[config.mk]
export PLATFORM = sky130hd
export DESIGN_NAME = nearest_resize_1d
export DESIGN_NICKNAME = d
export VERILOG_FILES = /design/src/rtl/nr1d_pkg.sv /design/src/rtl/nr1d_front.sv /design/src/rtl/nr1d_queue.sv /design/src/rtl/nr1d_back.sv /design/src/rtl/nearest_resize_1d.sv
export SDC_FILE = /design/constraint.sdc
export NUM_CORES = 2
export LEC_CHECK = 0
export BUFFER_PORTS_ARGS = -buffer_cell sky130_fd_sc_hd__buf_2
export CORE_ASPECT_RATIO = 0.6
export CORE_UTILIZATION = 40
export CTS_CLUSTER_SIZE = 24
export DETAILED_ROUTE_END_ITERATION = 6
export SYNTH_ARGS = -nofsm -noshare
export SYNTH_HDL_FRONTEND = slang
export SYNTH_SLANG_ARGS = --single-unit
[constraint.sdc]
create_clock -name clk -period 7.6 [get_ports clk]
set_clock_uncertainty 0.05 [all_clocks]
set_input_delay 1.14 -clock clk [delete_from_list [all_inputs] [get_ports clk]]
set_output_delay 1.14 -clock clk [all_outputs]
set_load 0.03 [all_outputs]
[src/rtl/nr1d_pkg.sv]
// Shared constants, types and helpers for the 1-D nearest-neighbor resizer.
package nr1d_pkg;

  localparam int MAX_WIDTH     = 4096;
  localparam int MAX_RUN       = 64;
  localparam int SAMPLE_BITS   = 32;
  localparam int WIDTH_BITS    = 13;
  localparam int POS_BITS      = 12;
  localparam int SCALE_BITS    = 29;
  localparam int COORD_BITS    = 40;
  localparam int IDX_BITS      = COORD_BITS - 16;
  localparam int PROD_BITS     = WIDTH_BITS + 1 + SCALE_BITS;
  localparam int EMIT_BITS     = $clog2(MAX_RUN + 1);
  localparam int CFG_IDX_BITS  = 3;
  localparam int CFG_DATA_BITS = SCALE_BITS;
  localparam int QUEUE_DEPTH   = 2;
  localparam int QPTR_BITS     = $clog2(QUEUE_DEPTH);
  localparam int QCNT_BITS     = $clog2(QUEUE_DEPTH + 1);

  typedef enum logic [CFG_IDX_BITS-1:0] {
    CFG_IN_WIDTH   = 3'd0,
    CFG_OUT_WIDTH  = 3'd1,
    CFG_SCALE      = 3'd2,
    CFG_ALIGN      = 3'd3,
    CFG_HALF_PIXEL = 3'd4
  } cfg_idx_t;

  typedef enum logic [3:0] {
    ST_IDLE = 4'b0001,
    ST_LOAD = 4'b0010,
    ST_SCAN = 4'b0100,
    ST_EMIT = 4'b1000
  } back_state_t;

  typedef struct packed {
    logic [WIDTH_BITS-1:0] iw;
    logic [WIDTH_BITS-1:0] ow;
    logic [SCALE_BITS-1:0] scale;
    logic                  align;
    logic                  half;
  } nr1d_cfg_t;

  typedef struct packed {
    logic [SAMPLE_BITS-1:0] sample;
    logic [POS_BITS-1:0]    src_pos;
    logic                   is_last;
  } nr1d_item_t;

  function automatic logic [WIDTH_BITS-1:0] eff_width(input logic [WIDTH_BITS-1:0] v);
    logic [WIDTH_BITS-1:0] r;
    if (v == '0) begin
      r = WIDTH_BITS'(1);
    end else if (v > WIDTH_BITS'(MAX_WIDTH)) begin
      r = WIDTH_BITS'(MAX_WIDTH);
    end else begin
      r = v;
    end
    return r;
  endfunction

endpackage

[src/rtl/nr1d_front.sv]
// Front end: accepts input samples, tracks the input position and tags the row's last sample.
module nr1d_front (
  input  logic                              clk,
  input  logic                              rst_n,
  input  logic                              in_valid,
  output logic                              in_stall,
  input  logic [nr1d_pkg::SAMPLE_BITS-1:0]  in_sample_bits,
  input  nr1d_pkg::nr1d_cfg_t               cfg,
  input  logic                              q_full,
  output logic                              q_push,
  output nr1d_pkg::nr1d_item_t              q_item
);
  import nr1d_pkg::*;

  logic [POS_BITS-1:0]   in_pos_r;
  logic [POS_BITS-1:0]   in_pos_nxt;
  logic [WIDTH_BITS-1:0] last_idx;
  logic                  is_last;

  assign last_idx = cfg.iw - WIDTH_BITS'(1);
  assign is_last  = {1'b0, in_pos_r} >= last_idx;
  assign in_stall = q_full;
  assign q_push   = in_valid & ~q_full;

  assign q_item.sample  = in_sample_bits;
  assign q_item.src_pos = in_pos_r;
  assign q_item.is_last = is_last;

  always_comb begin
    in_pos_nxt = in_pos_r;
    if (q_push) begin
      in_pos_nxt = is_last ? '0 : in_pos_r + POS_BITS'(1);
    end
  end

  always_ff @(posedge clk) begin
    if (!rst_n) begin
      in_pos_r <= '0;
    end else begin
      in_pos_r <= in_pos_nxt;
    end
  end

endmodule

[src/rtl/nr1d_queue.sv]
// Short request queue between the front end and the output sequencer.
module nr1d_queue (
  input  logic                 clk,
  input  logic                 rst_n,
  input  logic                 push,
  input  nr1d_pkg::nr1d_item_t wr_item,
  input  logic                 pop,
  output nr1d_pkg::nr1d_item_t rd_item,
  output logic                 full,
  output logic                 empty
);
  import nr1d_pkg::*;

  nr1d_item_t           entries_r [QUEUE_DEPTH];
  logic [QPTR_BITS-1:0] wr_ptr_r;
  logic [QPTR_BITS-1:0] rd_ptr_r;
  logic [QCNT_BITS-1:0] count_r;
  logic [QPTR_BITS-1:0] wr_ptr_nxt;
  logic [QPTR_BITS-1:0] rd_ptr_nxt;
  logic [QCNT_BITS-1:0] count_nxt;

  assign full    = count_r == QCNT_BITS'(QUEUE_DEPTH);
  assign empty   = count_r == '0;
  assign rd_item = entries_r[rd_ptr_r];

  always_comb begin
    wr_ptr_nxt = wr_ptr_r;
    rd_ptr_nxt = rd_ptr_r;
    count_nxt  = count_r;
    if (push) begin
      wr_ptr_nxt = (wr_ptr_r == QPTR_BITS'(QUEUE_DEPTH - 1)) ? '0 : wr_ptr_r + QPTR_BITS'(1);
    end
    if (pop) begin
      rd_ptr_nxt = (rd_ptr_r == QPTR_BITS'(QUEUE_DEPTH - 1)) ? '0 : rd_ptr_r + QPTR_BITS'(1);
    end
    if (push && !pop) begin
      count_nxt = count_r + QCNT_BITS'(1);
    end else if (pop && !push) begin
      count_nxt = count_r - QCNT_BITS'(1);
    end
  end

  always_ff @(posedge clk) begin
    if (!rst_n) begin
      wr_ptr_r <= '0;
      rd_ptr_r <= '0;
      count_r  <= '0;
    end else begin
      wr_ptr_r <= wr_ptr_nxt;
      rd_ptr_r <= rd_ptr_nxt;
      count_r  <= count_nxt;
    end
  end

  always_ff @(posedge clk) begin
    if (push) begin
      entries_r[wr_ptr_r] <= wr_item;
    end
  end

endmodule

[src/rtl/nr1d_back.sv]
// Back end: walks output positions for each request, then emits the run through an output register.
module nr1d_back (
  input  logic                              clk,
  input  logic                              rst_n,
  input  nr1d_pkg::nr1d_cfg_t               cfg,
  input  logic                              cfg_we,
  input  logic                              q_empty,
  input  nr1d_pkg::nr1d_item_t              q_item,
  output logic                              q_pop,
  output logic                              out_valid,
  input  logic                              out_stall,
  output logic [nr1d_pkg::SAMPLE_BITS-1:0]  out_sample,
  output logic                              out_row_end,
  output logic                              out_run_last,
  output logic                              out_run_truncated
);
  import nr1d_pkg::*;

  back_state_t            state_r, state_nxt;
  logic [SAMPLE_BITS-1:0] sample_r, sample_nxt;
  logic [POS_BITS-1:0]    src_pos_r, src_pos_nxt;
  logic                   is_last_r, is_last_nxt;
  logic [WIDTH_BITS-1:0]  out_pos_r, out_pos_nxt;
  logic [COORD_BITS-1:0]  coord_r, coord_nxt;
  logic                   stale_r, stale_nxt;
  logic [WIDTH_BITS-1:0]  run_cnt_r, run_cnt_nxt;
  logic                   reached_r, reached_nxt;
  logic [EMIT_BITS-1:0]   emit_left_r, emit_left_nxt;
  logic                   trunc_r, trunc_nxt;
  logic                   out_valid_r, out_valid_nxt;
  logic [SAMPLE_BITS-1:0] out_sample_r, out_sample_nxt;
  logic                   out_row_end_r, out_row_end_nxt;
  logic                   out_run_last_r, out_run_last_nxt;
  logic                   out_trunc_r, out_trunc_nxt;

  logic [COORD_BITS:0]    step_sum;
  logic [COORD_BITS-1:0]  coord_step;
  logic [COORD_BITS:0]    rnd_sum;
  logic [IDX_BITS-1:0]    src_idx;
  logic                   take;
  logic [WIDTH_BITS:0]    mul_a;
  logic [PROD_BITS-1:0]   prod;
  logic [COORD_BITS-1:0]  coord_load;
  logic                   run_trunc;
  logic [EMIT_BITS-1:0]   run_emit;
  logic                   out_load;
  logic                   emit_last;

  // Q.17 coordinate, saturating
  assign step_sum   = {1'b0, coord_r} + (COORD_BITS + 1)'({cfg.scale, 1'b0});
  assign coord_step = step_sum[COORD_BITS] ? '1 : step_sum[COORD_BITS-1:0];
  assign rnd_sum    = {1'b0, coord_r} + (COORD_BITS + 1)'(65536);
  assign src_idx    = cfg.align ? rnd_sum[COORD_BITS:17] : {1'b0, coord_r[COORD_BITS-1:17]};
  assign take       = (out_pos_r < cfg.ow) &&
                      (is_last_r || (src_idx <= IDX_BITS'(src_pos_r)));

  assign mul_a      = {out_pos_r, cfg.half};
  assign prod       = PROD_BITS'(mul_a) * PROD_BITS'(cfg.scale);
  assign coord_load = (|prod[PROD_BITS-1:COORD_BITS]) ? '1 : prod[COORD_BITS-1:0];

  assign run_trunc  = run_cnt_r > WIDTH_BITS'(MAX_RUN);
  assign run_emit   = run_trunc ? EMIT_BITS'(MAX_RUN) : run_cnt_r[EMIT_BITS-1:0];

  assign out_load   = (state_r == ST_EMIT) && (!out_valid_r || !out_stall);
  assign emit_last  = emit_left_r == EMIT_BITS'(1);
  assign q_pop      = (state_r == ST_IDLE) && !q_empty;

  assign out_valid         = out_valid_r;
  assign out_sample        = out_sample_r;
  assign out_row_end       = out_row_end_r;
  assign out_run_last      = out_run_last_r;
  assign out_run_truncated = out_trunc_r;

  always_comb begin
    state_nxt        = state_r;
    sample_nxt       = sample_r;
    src_pos_nxt      = src_pos_r;
    is_last_nxt      = is_last_r;
    out_pos_nxt      = out_pos_r;
    coord_nxt        = coord_r;
    stale_nxt        = stale_r;
    run_cnt_nxt      = run_cnt_r;
    reached_nxt      = reached_r;
    emit_left_nxt    = emit_left_r;
    trunc_nxt        = trunc_r;
    out_valid_nxt    = out_valid_r & out_stall;
    out_sample_nxt   = out_sample_r;
    out_row_end_nxt  = out_row_end_r;
    out_run_last_nxt = out_run_last_r;
    out_trunc_nxt    = out_trunc_r;
    case (state_r)
      ST_IDLE: begin
        if (!q_empty) begin
          sample_nxt  = q_item.sample;
          src_pos_nxt = q_item.src_pos;
          is_last_nxt = q_item.is_last;
          run_cnt_nxt = '0;
          reached_nxt = 1'b0;
          state_nxt   = stale_r ? ST_LOAD : ST_SCAN;
        end
      end
      ST_LOAD: begin
        coord_nxt = coord_load;
        stale_nxt = 1'b0;
        state_nxt = ST_SCAN;
      end
      ST_SCAN: begin
        if (take) begin
          run_cnt_nxt = run_cnt_r + WIDTH_BITS'(1);
          out_pos_nxt = out_pos_r + WIDTH_BITS'(1);
          coord_nxt   = coord_step;
          if (out_pos_r + WIDTH_BITS'(1) == cfg.ow) begin
            reached_nxt = 1'b1;
          end
        end else begin
          emit_left_nxt = run_emit;
          trunc_nxt     = run_trunc;
          if (is_last_r) begin
            out_pos_nxt = '0;
            coord_nxt   = cfg.half ? COORD_BITS'(cfg.scale) : '0;
          end
          state_nxt = (run_cnt_r == '0) ? ST_IDLE : ST_EMIT;
        end
      end
      ST_EMIT: begin
        if (out_load) begin
          out_valid_nxt    = 1'b1;
          out_sample_nxt   = sample_r;
          out_run_last_nxt = emit_last;
          out_row_end_nxt  = emit_last & reached_r;
          out_trunc_nxt    = trunc_r;
          emit_left_nxt    = emit_left_r - EMIT_BITS'(1);
          if (emit_last) begin
            state_nxt = ST_IDLE;
          end
        end
      end
      default: begin
        state_nxt = ST_IDLE;
      end
    endcase
    // any configuration write: rebuild the coordinate on the next request
    if (cfg_we) begin
      stale_nxt = 1'b1;
    end
  end

  always_ff @(posedge clk) begin
    if (!rst_n) begin
      state_r     <= ST_IDLE;
      out_pos_r   <= '0;
      coord_r     <= '0;
      stale_r     <= 1'b1;
      out_valid_r <= 1'b0;
    end else begin
      state_r     <= state_nxt;
      out_pos_r   <= out_pos_nxt;
      coord_r     <= coord_nxt;
      stale_r     <= stale_nxt;
      out_valid_r <= out_valid_nxt;
    end
  end

  always_ff @(posedge clk) begin
    sample_r       <= sample_nxt;
    src_pos_r      <= src_pos_nxt;
    is_last_r      <= is_last_nxt;
    run_cnt_r      <= run_cnt_nxt;
    reached_r      <= reached_nxt;
    emit_left_r    <= emit_left_nxt;
    trunc_r        <= trunc_nxt;
    out_sample_r   <= out_sample_nxt;
    out_row_end_r  <= out_row_end_nxt;
    out_run_last_r <= out_run_last_nxt;
    out_trunc_r    <= out_trunc_nxt;
  end

endmodule

[src/rtl/nearest_resize_1d.sv]
// Top level of the streaming 1-D nearest-neighbor resizer.
// Each input sample is copied to every output position whose source index it is; the row's
// last sample also covers all remaining positions, and a run above 64 results is cut to 64
// with run_truncated set on each of its results. For each request the output sequencer
// walks the output positions the sample covers (dropped ones included), then delivers its
// results; the first request after a configuration write first rebuilds the coordinate with
// the multiplier. The sequencer steps one output position per cycle, then one result per
// cycle while the output is not stalled; a two-entry queue lets the input side keep taking
// samples meanwhile.
module nearest_resize_1d (
  input  logic                                clk,
  input  logic                                rst_n,
  input  logic                                cfg_we,
  input  logic [nr1d_pkg::CFG_IDX_BITS-1:0]   cfg_index,
  input  logic [nr1d_pkg::CFG_DATA_BITS-1:0]  cfg_wdata,
  input  logic                                in_valid,
  output logic                                in_stall,
  input  logic [nr1d_pkg::SAMPLE_BITS-1:0]    in_sample_bits,
  output logic                                out_valid,
  input  logic                                out_stall,
  output logic [nr1d_pkg::SAMPLE_BITS-1:0]    out_sample,
  output logic                                out_row_end,
  output logic                                out_run_last,
  output logic                                out_run_truncated
);
  import nr1d_pkg::*;

  logic [WIDTH_BITS-1:0] in_width_r;
  logic [WIDTH_BITS-1:0] out_width_r;
  logic [SCALE_BITS-1:0] scale_r;
  logic                  align_r;
  logic                  half_r;
  nr1d_cfg_t             cfg;
  logic                  q_push;
  logic                  q_pop;
  logic                  q_full;
  logic                  q_empty;
  nr1d_item_t            q_wr_item;
  nr1d_item_t            q_rd_item;

  always_ff @(posedge clk) begin
    if (!rst_n) begin
      in_width_r  <= WIDTH_BITS'(1);
      out_width_r <= WIDTH_BITS'(1);
      scale_r     <= SCALE_BITS'(65536);
      align_r     <= 1'b0;
      half_r      <= 1'b0;
    end else if (cfg_we) begin
      case (cfg_idx_t'(cfg_index))
        CFG_IN_WIDTH:   in_width_r  <= cfg_wdata[WIDTH_BITS-1:0];
        CFG_OUT_WIDTH:  out_width_r <= cfg_wdata[WIDTH_BITS-1:0];
        CFG_SCALE:      scale_r     <= cfg_wdata[SCALE_BITS-1:0];
        CFG_ALIGN:      align_r     <= cfg_wdata[0];
        CFG_HALF_PIXEL: half_r      <= cfg_wdata[0];
        default: begin
        end
      endcase
    end
  end

  assign cfg.iw    = eff_width(in_width_r);
  assign cfg.ow    = eff_width(out_width_r);
  assign cfg.scale = scale_r;
  assign cfg.align = align_r;
  assign cfg.half  = half_r;

  nr1d_front u_front (
    .clk            (clk),
    .rst_n          (rst_n),
    .in_valid       (in_valid),
    .in_stall       (in_stall),
    .in_sample_bits (in_sample_bits),
    .cfg            (cfg),
    .q_full         (q_full),
    .q_push         (q_push),
    .q_item         (q_wr_item)
  );

  nr1d_queue u_queue (
    .clk     (clk),
    .rst_n   (rst_n),
    .push    (q_push),
    .wr_item (q_wr_item),
    .pop     (q_pop),
    .rd_item (q_rd_item),
    .full    (q_full),
    .empty   (q_empty)
  );

  nr1d_back u_back (
    .clk               (clk),
    .rst_n             (rst_n),
    .cfg               (cfg),
    .cfg_we            (cfg_we),
    .q_empty           (q_empty),
    .q_item            (q_rd_item),
    .q_pop             (q_pop),
    .out_valid         (out_valid),
    .out_stall         (out_stall),
    .out_sample        (out_sample),
    .out_row_end       (out_row_end),
    .out_run_last      (out_run_last),
    .out_run_truncated (out_run_truncated)
  );

  a_row_end_closes_run: assert property (@(posedge clk) disable iff (!rst_n)
    out_valid && out_row_end |-> out_run_last)
    else $error("row end on a result that is not last of its run");

  a_queue_status: assert property (@(posedge clk) disable iff (!rst_n)
    !(q_full && q_empty))
    else $error("request queue reports full and empty");

  a_no_pop_when_empty: assert property (@(posedge clk) disable iff (!rst_n)
    q_pop |-> !q_empty)
    else $error("request popped from empty queue");

endmodule
==> impl_metrics.toml <==
[outcome]
status = "finished, final reports clean"

[clock_network]
clock_path_buffers = 3
numCtsBuffers = 31
cts_tree = "built"
cts_sinks = 323
hold_buffers = 0
post_cts_buffers = 0
h-tree-depth = 1
worstSkewPairLatency_ns = 0.61
clk_pin_slew_ns = 0.07
root_buffer = "clkbuf_16"

[worst_setup_path]
cp_data_required_time_ns = 8.05
start_kind = "register"
crit_type = "reg -> reg"
cpPeakStageDelay_ns = 0.59
cp_cell_sequence = "and2_1 > fa_1 > inv_1 > fa_1 > inv_1 > fa_1 > fa_1 > fa_1 > inv_1 > fa_1 > inv_1 > ha_1 > buf_4 > nand4_1 > or4_1 > a21oi_1 > nor2_1 > o31ai_1 > a31oi_1 > xnor2_1 > o21ai_0 > buf_4 > a221oi_1"
cp-end-kind = "register"
path_max_fanout = 14
critPathSlowestCell = "fa_1"
cp_common_cell = "fa_1"
arrival_ns = 7.80

[sta]
tightest_slew_ns = 1.27
layout_min_cycle_time_ns = 7.35
slew_viol_final = 0
layout_setup_ws_ns = 0.252
setup_viol = 0
finalSetupTns_ns = 0
hold_viol = 0
max_freq_mhz = 136
fin_crit_sh_pct = 96.7
max_slew_margin_pct = 15.5
rsz0062_at_grt = "no"

[routing]
antenna_left = 0
first_pass_iters = 5
routed_wl_microns = 79600
wl_per_cell_microns = 19.1
drc_errors = 0
vias = 22000
drt_iter0_markers = 1962
vias_per_cell = 5.28

[layout]
antenna_cells = 0
drive_gt1_share_pct = 11.1
areaGrowthSynthToFinish_pct = 10.0
nNetsFinal = 3739
fillers = 6980
final_util_pct = 44.5
final_cells = 4166

[logic_synthesis]
synth_top_area_share_pct = 22.2
async_flop_share_pct = 0
syn_nets = 3684
synth_top_cell_by_area = "fa_1"
yosysWarnings = 0
synth_edf_count = 192
synth_cell_types = 81
synth_area_leaders = "fa_1, edfxtp_1, dfxtp_1, ha_1, nand2_1"
ys.flop_type = "edfxtp_1"
ys_ff_latch = 323
avgSynthCellArea_sq_um = 9.34
netlist_instances = 3111
synth_area_sq_um = 29000
seq_area_frac_synth_pct = 28.9

[die]
rows = 76
die-height_microns = 211
ios = 106
die-area_sq_um = 73700
start_util_pct = 40.5
fp.coreArea_sq_um = 71800
die_w_microns = 350

[global_routing]
grt_pass1_wl_microns = 125000
grt-ovfl-total = 0
grt.total_usage_pct = 21.9
grt_pass1_vias = 21200
grt_max_degree = 70
antenna_found_initial = 1

[place]
post-dp-hpwl_microns = 62100
pre_cts_slack_ns = 0.225
io_buffers = 105
place_congestion = 0.929
dp.cells = 4108

[power_and_ir_drop]
powerDensity_nw_per_um2 = 154
ir_drop_uv = 164
p_leak_nw = 13.9

[flow_run]
drv_cap = 0

[min_path]
hp-class = "reg -> reg"
## area by class of cell
| type | count | area, sq um | share of cell area [%] |
|---|---|---|---|
| tap | 975 | 1220 | 3.82 |
| timing repair buffer | 194 | 1270 | 3.98 |
| clock inverter | 24 | 272 | 0.850 |
| sequential | 323 | 8400 | 26.3 |
| multi-input combinational | 2241 | 18600 | 58.2 |
| inverter | 375 | 1410 | 4.40 |
| clock buffer | 34 | 787 | 2.46 |
## cell usage in the layout (no fill, tap or decap), types with 8 or more instances in the layout
| cell | netlist | layout |
|---|---|---|
| nand2_1 | 489 | 489 |
| inv_1 | 373 | 372 |
| fa_1 | 322 | 322 |
| a21oi_1 | 205 | 203 |
| edfxtp_1 | 192 | 192 |
| ha_1 | 182 | 182 |
| and2_1 | 181 | 181 |
| nor2_1 | 122 | 121 |
| dfxtp_1 | 131 | 121 |
| o21ai_0 | 119 | 119 |
| buf_2 | 12 | 105 |
| buf_4 | 1 | 82 |
| xnor2_1 | 64 | 64 |
| xor2_1 | 60 | 60 |
| nand3_1 | 53 | 53 |
| mux2_2 | 47 | 47 |
| a31oi_1 | 44 | 44 |
| a21o_1 | 31 | 31 |
| clkbuf_16 | 0 | 31 |
| and3_1 | 24 | 23 |
| nand4_1 | 21 | 21 |
| o211ai_1 | 21 | 21 |
| a21oi_2 | 20 | 21 |
| nor3_1 | 19 | 19 |
| o21a_1 | 18 | 18 |
| a211oi_1 | 18 | 18 |
| o22ai_1 | 15 | 15 |
| nor4_1 | 14 | 14 |
| nor2b_1 | 12 | 12 |
| nand2b_1 | 10 | 10 |
| dfxtp_2 | 0 | 10 |
| or3_1 | 9 | 9 |
| o21ai_1 | 8 | 8 |
## metrics by stage
stage	hold WS [ns]	power (W)	instance area, sq um
detailed placement	0.355	0.00331	30900
floorplan	0.350	0.00299	29000
finish	0.360	0.00493	32000
global placement	0.350	0.00330	30900
global route	0.357	0.00516	32000
CTS	0.351	0.00496	31900
## metal layers
layer / global-route usage (%) / up-vias / share of wire (%)
li1: - / 10400 / -
met1: 37.0 / 10700 / 53
met2: 27.6 / 780 / 36
met3: 5.64 / 65 / 10
met4: 2.40 / 0 / 1.1
met5: 0 / - / 0
## cells in the mapped netlist (all sizes together) (4+ instances only)
library cell and number:
o21bai 7, inv 375, a31o 5, a21o 31, or3 9, nor2 124, a31oi 44, and3 24
nand2b 10, and2 184, edfxtp 192, buf 20, clkbuf 152, nand3b 5, ha 182, nand2 490
or4 7, a21oi 225, a211oi 18, nand4 24, nand3 53, a21boi 4, xor2 60, nor4 14
o22ai 15, and4 6, xnor2 64, o21a 18, a41oi 4, dfxtp 131, nor2b 12, mux2 47
nor3 19, a221o 4, mux2i 6, o21ai 127, o211ai 21, a22oi 4, fa 322, or2 5
## critical path: cells and delay by family (launching register included)
kind	cells	cell delay [ns]
AND/OR/NAND/NOR	4	1.10
XOR/XNOR	1	0.25
buffers and inverters	6	0.60
AO/OA/AOI/OAI	5	1.26
adder cells (fa/ha/maj)	7	3.47
flip-flops	1	0.52
## where the power goes
part,switching (W),total (W),internal (W)
registers,0.000160,0.00239,0.00223
logic,0.000562,0.000888,0.000326
clock network,0.000747,0.00165,0.000904
## sequential cells by signal, summed over array words and instances, names as in the netlist, 2 cells and up
register	count
in_width_r	13
scale_r	29
u_back.emit_left_r	7
u_back.out_pos_r	13
u_back.run_cnt_r	13
u_queue.count_r	2
u_back.sample_r	32
u_back.coord_r	39
u_queue.entries_r	90
u_back.out_sample	32
u_back.src_pos_r	12
u_front.in_pos_r	12
u_back.state_r	4
out_width_r	13
## logic make-up (layout without fill, tap and decap cells)
kind of cell    after synthesis  in the layout  share of synthesized area (%)
fa+ha+maj                   504            504                           30.0
buf+inv                     547            627                           7.24
xor+xnor                    124            124                           3.74
flops                       323            323                           28.9
simple gates                997            997                           16.2
mux                          53             53                           2.03
compound gates              563            563                           11.9
## path summary, 6_finish.rpt
kind              slack, ns                    to               start  cells after the start
hold reg to reg        0.36  u_back.out_sample[9]  u_back.sample_r[9]                      0
hold / removal         0.36  u_back.out_sample[9]  u_back.sample_r[9]                      0
setup / recovery       0.25    u_back.coord_r[36]         scale_r[16]                     23
setup reg to reg       0.25    u_back.coord_r[36]         scale_r[16]                     23
## repair_timing
| item | CTS | global route |
|---|---|---|
| hold endpoints to repair | 0 | 0 |
| endpoints found under the setup margin | 0 | 25 |
| gates resized for setup | 0 | 12 |
Power figures use the tool's default switching activity.
